**config.mk**
```make
export PLATFORM = sky130hd
export DESIGN_NAME = fixed_timeout_timer_queue
export DESIGN_NICKNAME = d
export VERILOG_FILES = /design/src/design/ftq_pkg.sv /design/src/design/fixed_timeout_timer_queue.sv /design/src/design/ftq_cell.sv /design/src/design/ftq_chain.sv
export SDC_FILE = /design/constraint.sdc
export NUM_CORES = 2
export LEC_CHECK = 0
export BUFFER_PORTS_ARGS = -buffer_cell sky130_fd_sc_hd__buf_4
export CAP_MARGIN = 20
export CORE_MARGIN = 8
export CORE_UTILIZATION = 40
export CTS_CLUSTER_DIAMETER = 150
export CTS_CLUSTER_SIZE = 28
export DETAILED_ROUTE_END_ITERATION = 10
export GPL_TIMING_DRIVEN = 0
export PLACE_DENSITY = 0.61
export REMOVE_ABC_BUFFERS = 1
export SLEW_MARGIN = 20
export SYNTH_ARGS = -nofsm -noshare
export SYNTH_HDL_FRONTEND = slang
export SYNTH_SLANG_ARGS = --single-unit
```
**constraint.sdc**
```tcl
create_clock -name clk -period 11.5 [get_ports clk]
set_input_delay 2.3 -clock clk [delete_from_list [all_inputs] [get_ports clk]]
set_output_delay 2.3 -clock clk [all_outputs]
set_load 0.05 [all_outputs]
```
**src/design/ftq_pkg.sv**
```systemverilog
// Shared types and constants of the fixed-timeout timer queue
`timescale 1ns / 1ps

package ftq_pkg;

    localparam int SLOTS   = 32;
    localparam int ID_W    = 5;
    localparam int TIME_W  = 48;
    localparam int DUE_W   = TIME_W + 1;
    localparam int DIFF_W  = TIME_W + 2;

    localparam logic [TIME_W-1:0] TIMEOUT_RESET = TIME_W'(64'd1000000000);

    typedef enum logic [1:0] {
        FUNC_TICK   = 2'd0,
        FUNC_ADD    = 2'd1,
        FUNC_CANCEL = 2'd2,
        FUNC_REARM  = 2'd3
    } func_t;

    typedef enum logic [1:0] {
        RES_FIRED  = 2'd0,
        RES_ACCEPT = 2'd1,
        RES_REJECT = 2'd2,
        RES_WAIT   = 2'd3
    } result_t;

    typedef enum logic [1:0] {
        ST_IDLE      = 2'd0,
        ST_QUEUED    = 2'd1,
        ST_FIRED     = 2'd2,
        ST_CANCELLED = 2'd3
    } slot_state_t;

    typedef enum logic [2:0] {
        S_IDLE,
        S_LOOK,
        S_APPEND,
        S_TSUM,
        S_TCHK
    } fsm_state_t;

    typedef struct packed {
        logic              valid;
        logic [ID_W-1:0]   id;
        logic [TIME_W-1:0] qtime;
    } ftq_entry_t;

    typedef struct packed {
        logic shift;
        logic append;
    } ftq_cell_ctrl_t;

    typedef struct packed {
        logic              pop;
        logic              remove;
        logic              append;
        logic [ID_W-1:0]   key;
        logic [ID_W-1:0]   new_id;
        logic [TIME_W-1:0] new_time;
    } ftq_chain_cmd_t;

endpackage

```
**src/design/fixed_timeout_timer_queue.sv**
```systemverilog
// Top level of the fixed-timeout timer queue: control, slot states, result register
`timescale 1ns / 1ps

// Usage:
//   Input channel (in_valid/in_ready) carries one word: func, entry_id, now_time.
//   func selects tick, add, cancel or re-arm. now_time must not decrease.
//   Output channel (out_valid/out_ready) carries result words: result_code,
//   fired_entry, next_wait and last; last marks the final word of a request.
//   Add, cancel and a rejected request give one word from S_LOOK and free the
//   input when that word is written; a re-arm holds the input in S_APPEND
//   while it moves the entry to the back.
//   A tick handles fired entries one by one: the head time is summed with the
//   timeout in S_TSUM and compared with now_time in S_TCHK. The wait report
//   comes from S_TCHK when the head has not expired, or from S_TSUM when the
//   queue is empty. A new word is taken only when the previous one is done.
//   cfg_wr_en/cfg_wr_data write timeout_reg; write only while idle.
//   Reset empties the queue, marks all slots idle and loads the default timeout.
//   A stalled receiver holds the result register; each result word waits until it drains.

module fixed_timeout_timer_queue
    import ftq_pkg::*;
(
    input  logic              clk,
    input  logic              rst_n,
    input  logic              in_valid,
    output logic              in_ready,
    input  logic [1:0]        func,
    input  logic [ID_W-1:0]   entry_id,
    input  logic [TIME_W-1:0] now_time,
    output logic              out_valid,
    input  logic              out_ready,
    output logic [1:0]        result_code,
    output logic [ID_W-1:0]   fired_entry,
    output logic [TIME_W-1:0] next_wait,
    output logic              last,
    input  logic              cfg_wr_en,
    input  logic [TIME_W-1:0] cfg_wr_data
);

    fsm_state_t        state_reg;
    fsm_state_t        state_next;
    func_t             func_reg;
    logic [ID_W-1:0]   id_reg;
    logic [TIME_W-1:0] now_reg;
    logic [TIME_W-1:0] timeout_reg;
    logic [DUE_W-1:0]  due_reg;
    slot_state_t       slot_state_reg [SLOTS];

    logic              out_valid_reg;
    result_t           out_code_reg;
    logic [ID_W-1:0]   out_id_reg;
    logic [TIME_W-1:0] out_wait_reg;
    logic              out_last_reg;

    logic              in_accept;
    logic              out_free;
    logic              id_ok;
    logic              look_queued;
    logic              look_ok;
    logic [DIFF_W-1:0] diff;
    logic              expired;
    logic [TIME_W-1:0] wait_sat;
    logic [TIME_W-1:0] empty_wait;

    logic              emit;
    result_t           emit_code;
    logic [ID_W-1:0]   emit_id;
    logic [TIME_W-1:0] emit_wait;
    logic              emit_last;
    logic              slot_we;
    logic [ID_W-1:0]   slot_wr_idx;
    slot_state_t       slot_wr_val;
    ftq_chain_cmd_t    cmd;
    ftq_entry_t        head;

    ftq_chain u_chain (
        .clk   (clk),
        .rst_n (rst_n),
        .cmd   (cmd),
        .head  (head)
    );

    assign in_ready    = (state_reg == S_IDLE);
    assign in_accept   = in_valid && in_ready;
    assign out_free    = !out_valid_reg || out_ready;
    assign id_ok       = (int'(id_reg) < SLOTS);
    assign look_queued = id_ok && (slot_state_reg[id_reg] == ST_QUEUED);
    assign look_ok     = (func_reg == FUNC_ADD) ? (id_ok && !look_queued) : look_queued;
    assign diff        = {1'b0, due_reg} - {2'b00, now_reg};
    assign expired     = diff[DIFF_W-1] || (diff == '0);
    assign wait_sat    = diff[TIME_W] ? '1 : diff[TIME_W-1:0];
    assign empty_wait  = (timeout_reg == '0) ? TIME_W'(1) : timeout_reg;

    always_comb
    begin
        state_next = state_reg;
        unique case (state_reg)
            S_IDLE:
            begin
                if (in_accept)
                begin
                    state_next = (func_t'(func) == FUNC_TICK) ? S_TSUM : S_LOOK;
                end
            end
            S_LOOK:
            begin
                if (out_free)
                begin
                    state_next = (look_ok && func_reg == FUNC_REARM) ? S_APPEND : S_IDLE;
                end
            end
            S_APPEND:
            begin
                state_next = S_IDLE;
            end
            S_TSUM:
            begin
                if (head.valid)
                begin
                    state_next = S_TCHK;
                end
                else if (out_free)
                begin
                    state_next = S_IDLE;
                end
            end
            S_TCHK:
            begin
                if (out_free)
                begin
                    state_next = expired ? S_TSUM : S_IDLE;
                end
            end
            default:
            begin
                state_next = S_IDLE;
            end
        endcase
    end

    always_comb
    begin
        emit         = 1'b0;
        emit_code    = RES_REJECT;
        emit_id      = id_reg;
        emit_wait    = '0;
        emit_last    = 1'b1;
        slot_we      = 1'b0;
        slot_wr_idx  = id_reg;
        slot_wr_val  = ST_QUEUED;
        cmd          = '0;
        cmd.key      = id_reg;
        cmd.new_id   = id_reg;
        cmd.new_time = now_reg;
        unique case (state_reg)
            S_LOOK:
            begin
                if (out_free)
                begin
                    emit      = 1'b1;
                    emit_code = look_ok ? RES_ACCEPT : RES_REJECT;
                    if (look_ok)
                    begin
                        unique case (func_reg)
                            FUNC_ADD:
                            begin
                                cmd.append  = 1'b1;
                                slot_we     = 1'b1;
                                slot_wr_val = ST_QUEUED;
                            end
                            FUNC_CANCEL:
                            begin
                                cmd.remove  = 1'b1;
                                slot_we     = 1'b1;
                                slot_wr_val = ST_CANCELLED;
                            end
                            FUNC_REARM:
                            begin
                                cmd.remove  = 1'b1;
                            end
                            default:
                            begin
                                cmd.remove  = 1'b0;
                            end
                        endcase
                    end
                end
            end
            S_APPEND:
            begin
                cmd.append = 1'b1;
            end
            S_TSUM:
            begin
                if (!head.valid && out_free)
                begin
                    emit      = 1'b1;
                    emit_code = RES_WAIT;
                    emit_id   = '0;
                    emit_wait = empty_wait;
                end
            end
            S_TCHK:
            begin
                if (out_free)
                begin
                    emit = 1'b1;
                    if (expired)
                    begin
                        emit_code   = RES_FIRED;
                        emit_id     = head.id;
                        emit_last   = 1'b0;
                        cmd.pop     = 1'b1;
                        slot_we     = 1'b1;
                        slot_wr_idx = head.id;
                        slot_wr_val = ST_FIRED;
                    end
                    else
                    begin
                        emit_code = RES_WAIT;
                        emit_id   = '0;
                        emit_wait = wait_sat;
                    end
                end
            end
            default:
            begin
                emit = 1'b0;
            end
        endcase
    end

    always_ff @(posedge clk or negedge rst_n)
    begin
        if (!rst_n)
        begin
            state_reg     <= S_IDLE;
            out_valid_reg <= 1'b0;
            timeout_reg   <= TIMEOUT_RESET;
            for (int k = 0; k < SLOTS; k++)
            begin
                slot_state_reg[k] <= ST_IDLE;
            end
        end
        else
        begin
            state_reg <= state_next;
            if (emit)
            begin
                out_valid_reg <= 1'b1;
            end
            else if (out_ready)
            begin
                out_valid_reg <= 1'b0;
            end
            if (cfg_wr_en)
            begin
                timeout_reg <= cfg_wr_data;
            end
            if (slot_we)
            begin
                slot_state_reg[slot_wr_idx] <= slot_wr_val;
            end
        end
    end

    always_ff @(posedge clk)
    begin
        if (in_accept)
        begin
            func_reg <= func_t'(func);
            id_reg   <= entry_id;
            now_reg  <= now_time;
        end
        if (state_reg == S_TSUM)
        begin
            due_reg <= {1'b0, head.qtime} + {1'b0, timeout_reg};
        end
        if (emit)
        begin
            out_code_reg <= emit_code;
            out_id_reg   <= emit_id;
            out_wait_reg <= emit_wait;
            out_last_reg <= emit_last;
        end
    end

    assign out_valid   = out_valid_reg;
    assign result_code = out_code_reg;
    assign fired_entry = out_id_reg;
    assign next_wait   = out_wait_reg;
    assign last        = out_last_reg;

`ifndef SYNTHESIS
    a_no_overwrite: assert property (@(posedge clk) disable iff (!rst_n)
        emit |-> (!out_valid_reg || out_ready))
        else $error("result register overwritten while full");

    a_accept_leaves_idle: assert property (@(posedge clk) disable iff (!rst_n)
        in_accept |=> (state_reg != S_IDLE))
        else $error("accepted word did not start work");

    a_check_after_sum: assert property (@(posedge clk) disable iff (!rst_n)
        (state_reg == S_TCHK) |-> ($past(state_reg) == S_TSUM || $past(state_reg) == S_TCHK))
        else $error("expiry check without due time");
`endif

endmodule

```
**src/design/ftq_cell.sv**
```systemverilog
// One queue position: holds an entry, takes its right neighbor on shift
`timescale 1ns / 1ps

module ftq_cell
    import ftq_pkg::*;
(
    input  logic              clk,
    input  logic              rst_n,
    input  ftq_cell_ctrl_t    ctrl,
    input  logic [ID_W-1:0]   key,
    input  logic              left_valid,
    input  ftq_entry_t        right,
    input  logic [ID_W-1:0]   new_id,
    input  logic [TIME_W-1:0] new_time,
    output ftq_entry_t        entry,
    output logic              match
);

    logic              valid_reg;
    logic              valid_next;
    logic [ID_W-1:0]   id_reg;
    logic [ID_W-1:0]   id_next;
    logic [TIME_W-1:0] time_reg;
    logic [TIME_W-1:0] time_next;

    always_comb
    begin
        valid_next = valid_reg;
        id_next    = id_reg;
        time_next  = time_reg;
        if (ctrl.shift)
        begin
            valid_next = right.valid;
            id_next    = right.id;
            time_next  = right.qtime;
        end
        else if (ctrl.append && !valid_reg && left_valid)
        begin
            valid_next = 1'b1;
            id_next    = new_id;
            time_next  = new_time;
        end
    end

    always_ff @(posedge clk or negedge rst_n)
    begin
        if (!rst_n)
        begin
            valid_reg <= 1'b0;
        end
        else
        begin
            valid_reg <= valid_next;
        end
    end

    always_ff @(posedge clk)
    begin
        id_reg   <= id_next;
        time_reg <= time_next;
    end

    assign entry.valid = valid_reg;
    assign entry.id    = id_reg;
    assign entry.qtime = time_reg;
    assign match       = valid_reg && (id_reg == key);

endmodule

```
**src/design/ftq_chain.sv**
```systemverilog
// Row of queue cells, head at position zero, with shift and append control
`timescale 1ns / 1ps

module ftq_chain
    import ftq_pkg::*;
(
    input  logic           clk,
    input  logic           rst_n,
    input  ftq_chain_cmd_t cmd,
    output ftq_entry_t     head
);

    ftq_entry_t     entry_arr [SLOTS];
    ftq_entry_t     right_arr [SLOTS];
    ftq_cell_ctrl_t ctrl_arr  [SLOTS];
    logic           left_arr  [SLOTS];
    logic [SLOTS-1:0] valid_vec;
    logic [SLOTS-1:0] match_vec;
    logic [SLOTS-1:0] shift_vec;

    always_comb
    begin
        if (cmd.pop)
        begin
            shift_vec = '1;
        end
        else if (cmd.remove)
        begin
            shift_vec = ~(match_vec - SLOTS'(1));
        end
        else
        begin
            shift_vec = '0;
        end
    end

    genvar i;
    generate
        for (i = 0; i < SLOTS; i++)
        begin : g_cell
            assign valid_vec[i]         = entry_arr[i].valid;
            assign ctrl_arr[i].shift    = shift_vec[i];
            assign ctrl_arr[i].append   = cmd.append;

            if (i == 0)
            begin : g_first
                assign left_arr[i] = 1'b1;
            end
            else
            begin : g_inner
                assign left_arr[i] = entry_arr[i-1].valid;
            end

            if (i == SLOTS - 1)
            begin : g_last
                assign right_arr[i] = '0;
            end
            else
            begin : g_mid
                assign right_arr[i] = entry_arr[i+1];
            end

            ftq_cell u_cell (
                .clk        (clk),
                .rst_n      (rst_n),
                .ctrl       (ctrl_arr[i]),
                .key        (cmd.key),
                .left_valid (left_arr[i]),
                .right      (right_arr[i]),
                .new_id     (cmd.new_id),
                .new_time   (cmd.new_time),
                .entry      (entry_arr[i]),
                .match      (match_vec[i])
            );
        end
    endgenerate

    assign head = entry_arr[0];

`ifndef SYNTHESIS
    a_valid_packed: assert property (@(posedge clk) disable iff (!rst_n)
        $onehot({1'b0, valid_vec} + (SLOTS+1)'(1)))
        else $error("queue cells not packed toward head");

    a_one_cmd: assert property (@(posedge clk) disable iff (!rst_n)
        $onehot0({cmd.pop, cmd.remove, cmd.append}))
        else $error("more than one chain command");

    a_unique_match: assert property (@(posedge clk) disable iff (!rst_n)
        cmd.remove |-> $onehot(match_vec))
        else $error("removed entry not found exactly once");
`endif

endmodule
```
==> results.tsv <==
metric	value	unit
Power Density	199.5	nW/um2
Reg2Reg Depth	19	
Site Rows	177	
Post-Layout Cell Count	9327	
largest net degree at the start of global routing	86	
startpoint type of the worst setup path	register	
hold_sp	u_chain.g_cell[31].u_cell.time_reg[47]	
Final ANT Viol Nets	0	
PostCTS Resize Cnt	0	
DRT Wirelength	187800	um
Nets	6442	
I/O pins	166	
Post-synth EDFFs	1803	
final max-slew violation count	0	
Synth top area share	57.99	%
Starting Density	40.19	%
area grow syn2layout	11.27	%
Crit path required time	11.86	ns
Yosys reg bits	2004	
worst hold path class	register to register	
setup bufs post-CTS	0	
max cap viols	0	
synth cell count leaders	edfxtp_1 (1803), mux2_2 (1163), mux2_1 (529)	
vias	49680	
Min-Delay Path Depth	2	
RSZ-0062 raised after global routing	no	
worst-margin pin slew	1.221	ns
ranking of synthesized cells by area	edfxtp_1 (58%), mux2_2 (14%), mux2_1 (6.4%)	
Critical Setup Path Class	register to register	
most common cell in the synthesized netlist	edfxtp_1	
WHS	0.4571	ns
Gate Count Post-Synth	6206	
fraction of registers with async set/reset	7.385	%
reg2reg setup slack	3.64	ns
port bufs	165	
crit path DAT	8.23	ns
Worst slew margin	17.82	%
total core area	232300	um2
starting DRC count in detailed routing	2985	
crit-path max cell delay	0.88	ns
cell chain of the critical path	inv_1 -> ha_1 -> nand3_1 -> a2111oi_0 -> nor3_1 -> o211ai_1 -> nand4_1 -> nand3_1 -> a21oi_1 -> o21ai_0 -> nand2_1 -> a21o_1 -> a21oi_4 -> buf_16 -> buf_16 -> inv_4 -> buf_16 -> o21ai_4 -> a31o_4	
Avg Inst Size Synth	15.04	um2
Max Clk Rate	0.1272	GHz
Synth Warn #	0	
final period utilization	68.39	%
share of cells above drive strength 1	28.07	%
first-pass GRT wire length	298900	um
clk sink count	2004	
Die ar.	249100	um2
placed cells	9173	
Yosys cell types	79	
Die W	499.1	um
ys flop type	edfxtp_1	
Setup-failing EPs final	0	
total CTS buffers	82	
final RePlAce weighted congestion	0.8576	
Longest Clk Path Bufs	3	
RR Startpoint	now_reg[6]	
Final min period	7.865	ns
antenna violations before repair	1	
Largest register FFs	1536	
Critical Path Sink Type	register	
Post-CTS Hold Fix Bufs	0	
final hold violation count	0	
worst vdd ir	0.1518	mV
clock slew seen by the registers of the worst setup and hold paths	0.12	ns
CP max-delay cell	a2111oi_0	
cell area after synthesis	93360	um2
DRT Pass-1 Iters	7	
Root Buffer	clkbuf_16	
CP max FO	53	
leak pwr	34.95	nW
height of the die	499.1	um
number of buffers and inverters on the critical path	5	
delay-heaviest family, CP	compound AO/OA/AOI/OAI gates	
Final Skew	0.04289	ns
Yosys top cell by area	edfxtp_1	
vias in the first global route	51460	
post-synthesis sequential area ratio	63.11	%
all-layer global routing usage	14.59	%
crit-path most repeated cell	buf_16	
CTS tree	built	
hpwl dp	133300	um
outcome	finished clean	
drt wl/cell	20.14	um
hold endpoint	u_chain.g_cell[31].u_cell.time_reg[47]	
reg2reg end	u_chain.g_cell[4].u_cell.time_reg[42]	
Max H-tree Level	3	
DRC	0	
Vias/cell	5.326	
clock latency on the worst-skew pair	0.75	ns
grt ovf	0	
-- worst reg2reg max path, stage by stage (launching register included) --
cell and delay (ns):
edfxtp_1 0.79, inv_1 0.17, ha_1 0.49, nand3_1 0.27, a2111oi_0 0.88, nor3_1 0.23, o211ai_1 0.55, nand4_1 0.38
nand3_1 0.17, a21oi_1 0.08, o21ai_0 0.51, nand2_1 0.19, a21o_1 0.32, a21oi_4 0.49, buf_16 0.24, buf_16 0.20
inv_4 0.20, buf_16 0.26, o21ai_4 0.31, a31o_4 0.65
-- power breakdown --
group	leakage, nW	internal [mW]	switching (mW)	total [mW]
combinational	15.3	3.00	3.68	6.69
clock	1.13	1.38	2.21	3.59
sequential	18.5	9.85	0.593	10.4
total	34.9	14.2	6.49	20.7
-- worst max path at each step --
stage / start / endpoint / slack [ns] / cells past startpoint
after floorplan: id_reg[0] / u_chain.g_cell[17].u_cell.id_reg[0] / 0.79 / 12
after global placement: now_reg[6] / u_chain.g_cell[17].u_cell.time_reg[45] / -9.01 / 15
after detailed placement: now_reg[1] / u_chain.g_cell[4].u_cell.time_reg[42] / 3.66 / 19
after CTS: now_reg[1] / u_chain.g_cell[4].u_cell.time_reg[42] / 3.61 / 19
after global routing: now_reg[6] / u_chain.g_cell[4].u_cell.time_reg[42] / 3.15 / 19
final: now_reg[6] / u_chain.g_cell[4].u_cell.time_reg[42] / 3.64 / 19
-- layout by cell type (no fill, tap or decap), types with 17 or more instances in the layout --
cell type  instances
mux2_1           529
nand2_1          313
a21oi_1          200
a31o_4            21
dfrtp_1          135
inv_1            142
dfxtp_1           53
buf_6             26
clkbuf_16         83
nor2_1           137
buf_8             66
o21ai_4           25
xor2_1            88
buf_16           116
o211ai_1          25
o21a_1            32
buf_4            169
ha_1             101
nand4_1           46
xnor2_1          174
nor4_1            29
mux2i_1           42
nor3_1            68
o21ai_0          106
edfxtp_1        1803
or3_1             20
a22o_1            29
nand2b_1          20
a21o_1            47
nand3_1           85
a22oi_1           28
clkbuf_1          42
nor2b_1           17
mux2_2          1163
-- routing by layer --
metal	up-vias	GRT usage [%]	part of all wire [%]
met4	0	3.934	2.8
met3	251	1.784	3.2
li1	23440	-	-
met5	-	0	0
met2	778	26.35	50
met1	25210	18.51	44
-- area by class of cell --
class	count	area (um2)
Fill cell	20160	128400
Sequential cell	2004	58920
Multi-Input combinational cell	3609	32260
Timing Repair Buffer	389	5986
Tap cell	3043	3807
Clock buffer	125	2235
Inverter	145	546.8
Clock inverter	9	121.4
Antenna cell	3	7.507
-- metrics by stage --
| step | total power, mW | instance area, um2 | setup TNS [ns] | setup WS, ns | util (%) |
|---|---|---|---|---|---|
| final | 20.73 | 103900 | 0 | 3.635 | 44.72 |
| after floorplan | 14.91 | 91120 | 0 | 0.7898 | - |
| after detailed placement | 17.30 | 101200 | 0 | 3.655 | 43.57 |
| after global routing | 21.82 | 103900 | 0 | 3.150 | 44.71 |
| after CTS | 20.93 | 103600 | 0 | 3.606 | 44.58 |
| after global placement | 16.67 | 96160 | -3383.17 | -9.010 | 41.39 |
-- kinds of logic after synthesis --
logic type / share of synthesized area, %
multiplexers: 20.91
XOR/XNOR: 2.477
AND/OR/NAND/NOR: 4.110
adder cells (fa/ha/maj): 1.396
AO/OA/AOI/OAI: 5.012
buffers and inverters: 2.988
flip-flops: 63.11
Power figures use the tool's default switching activity.
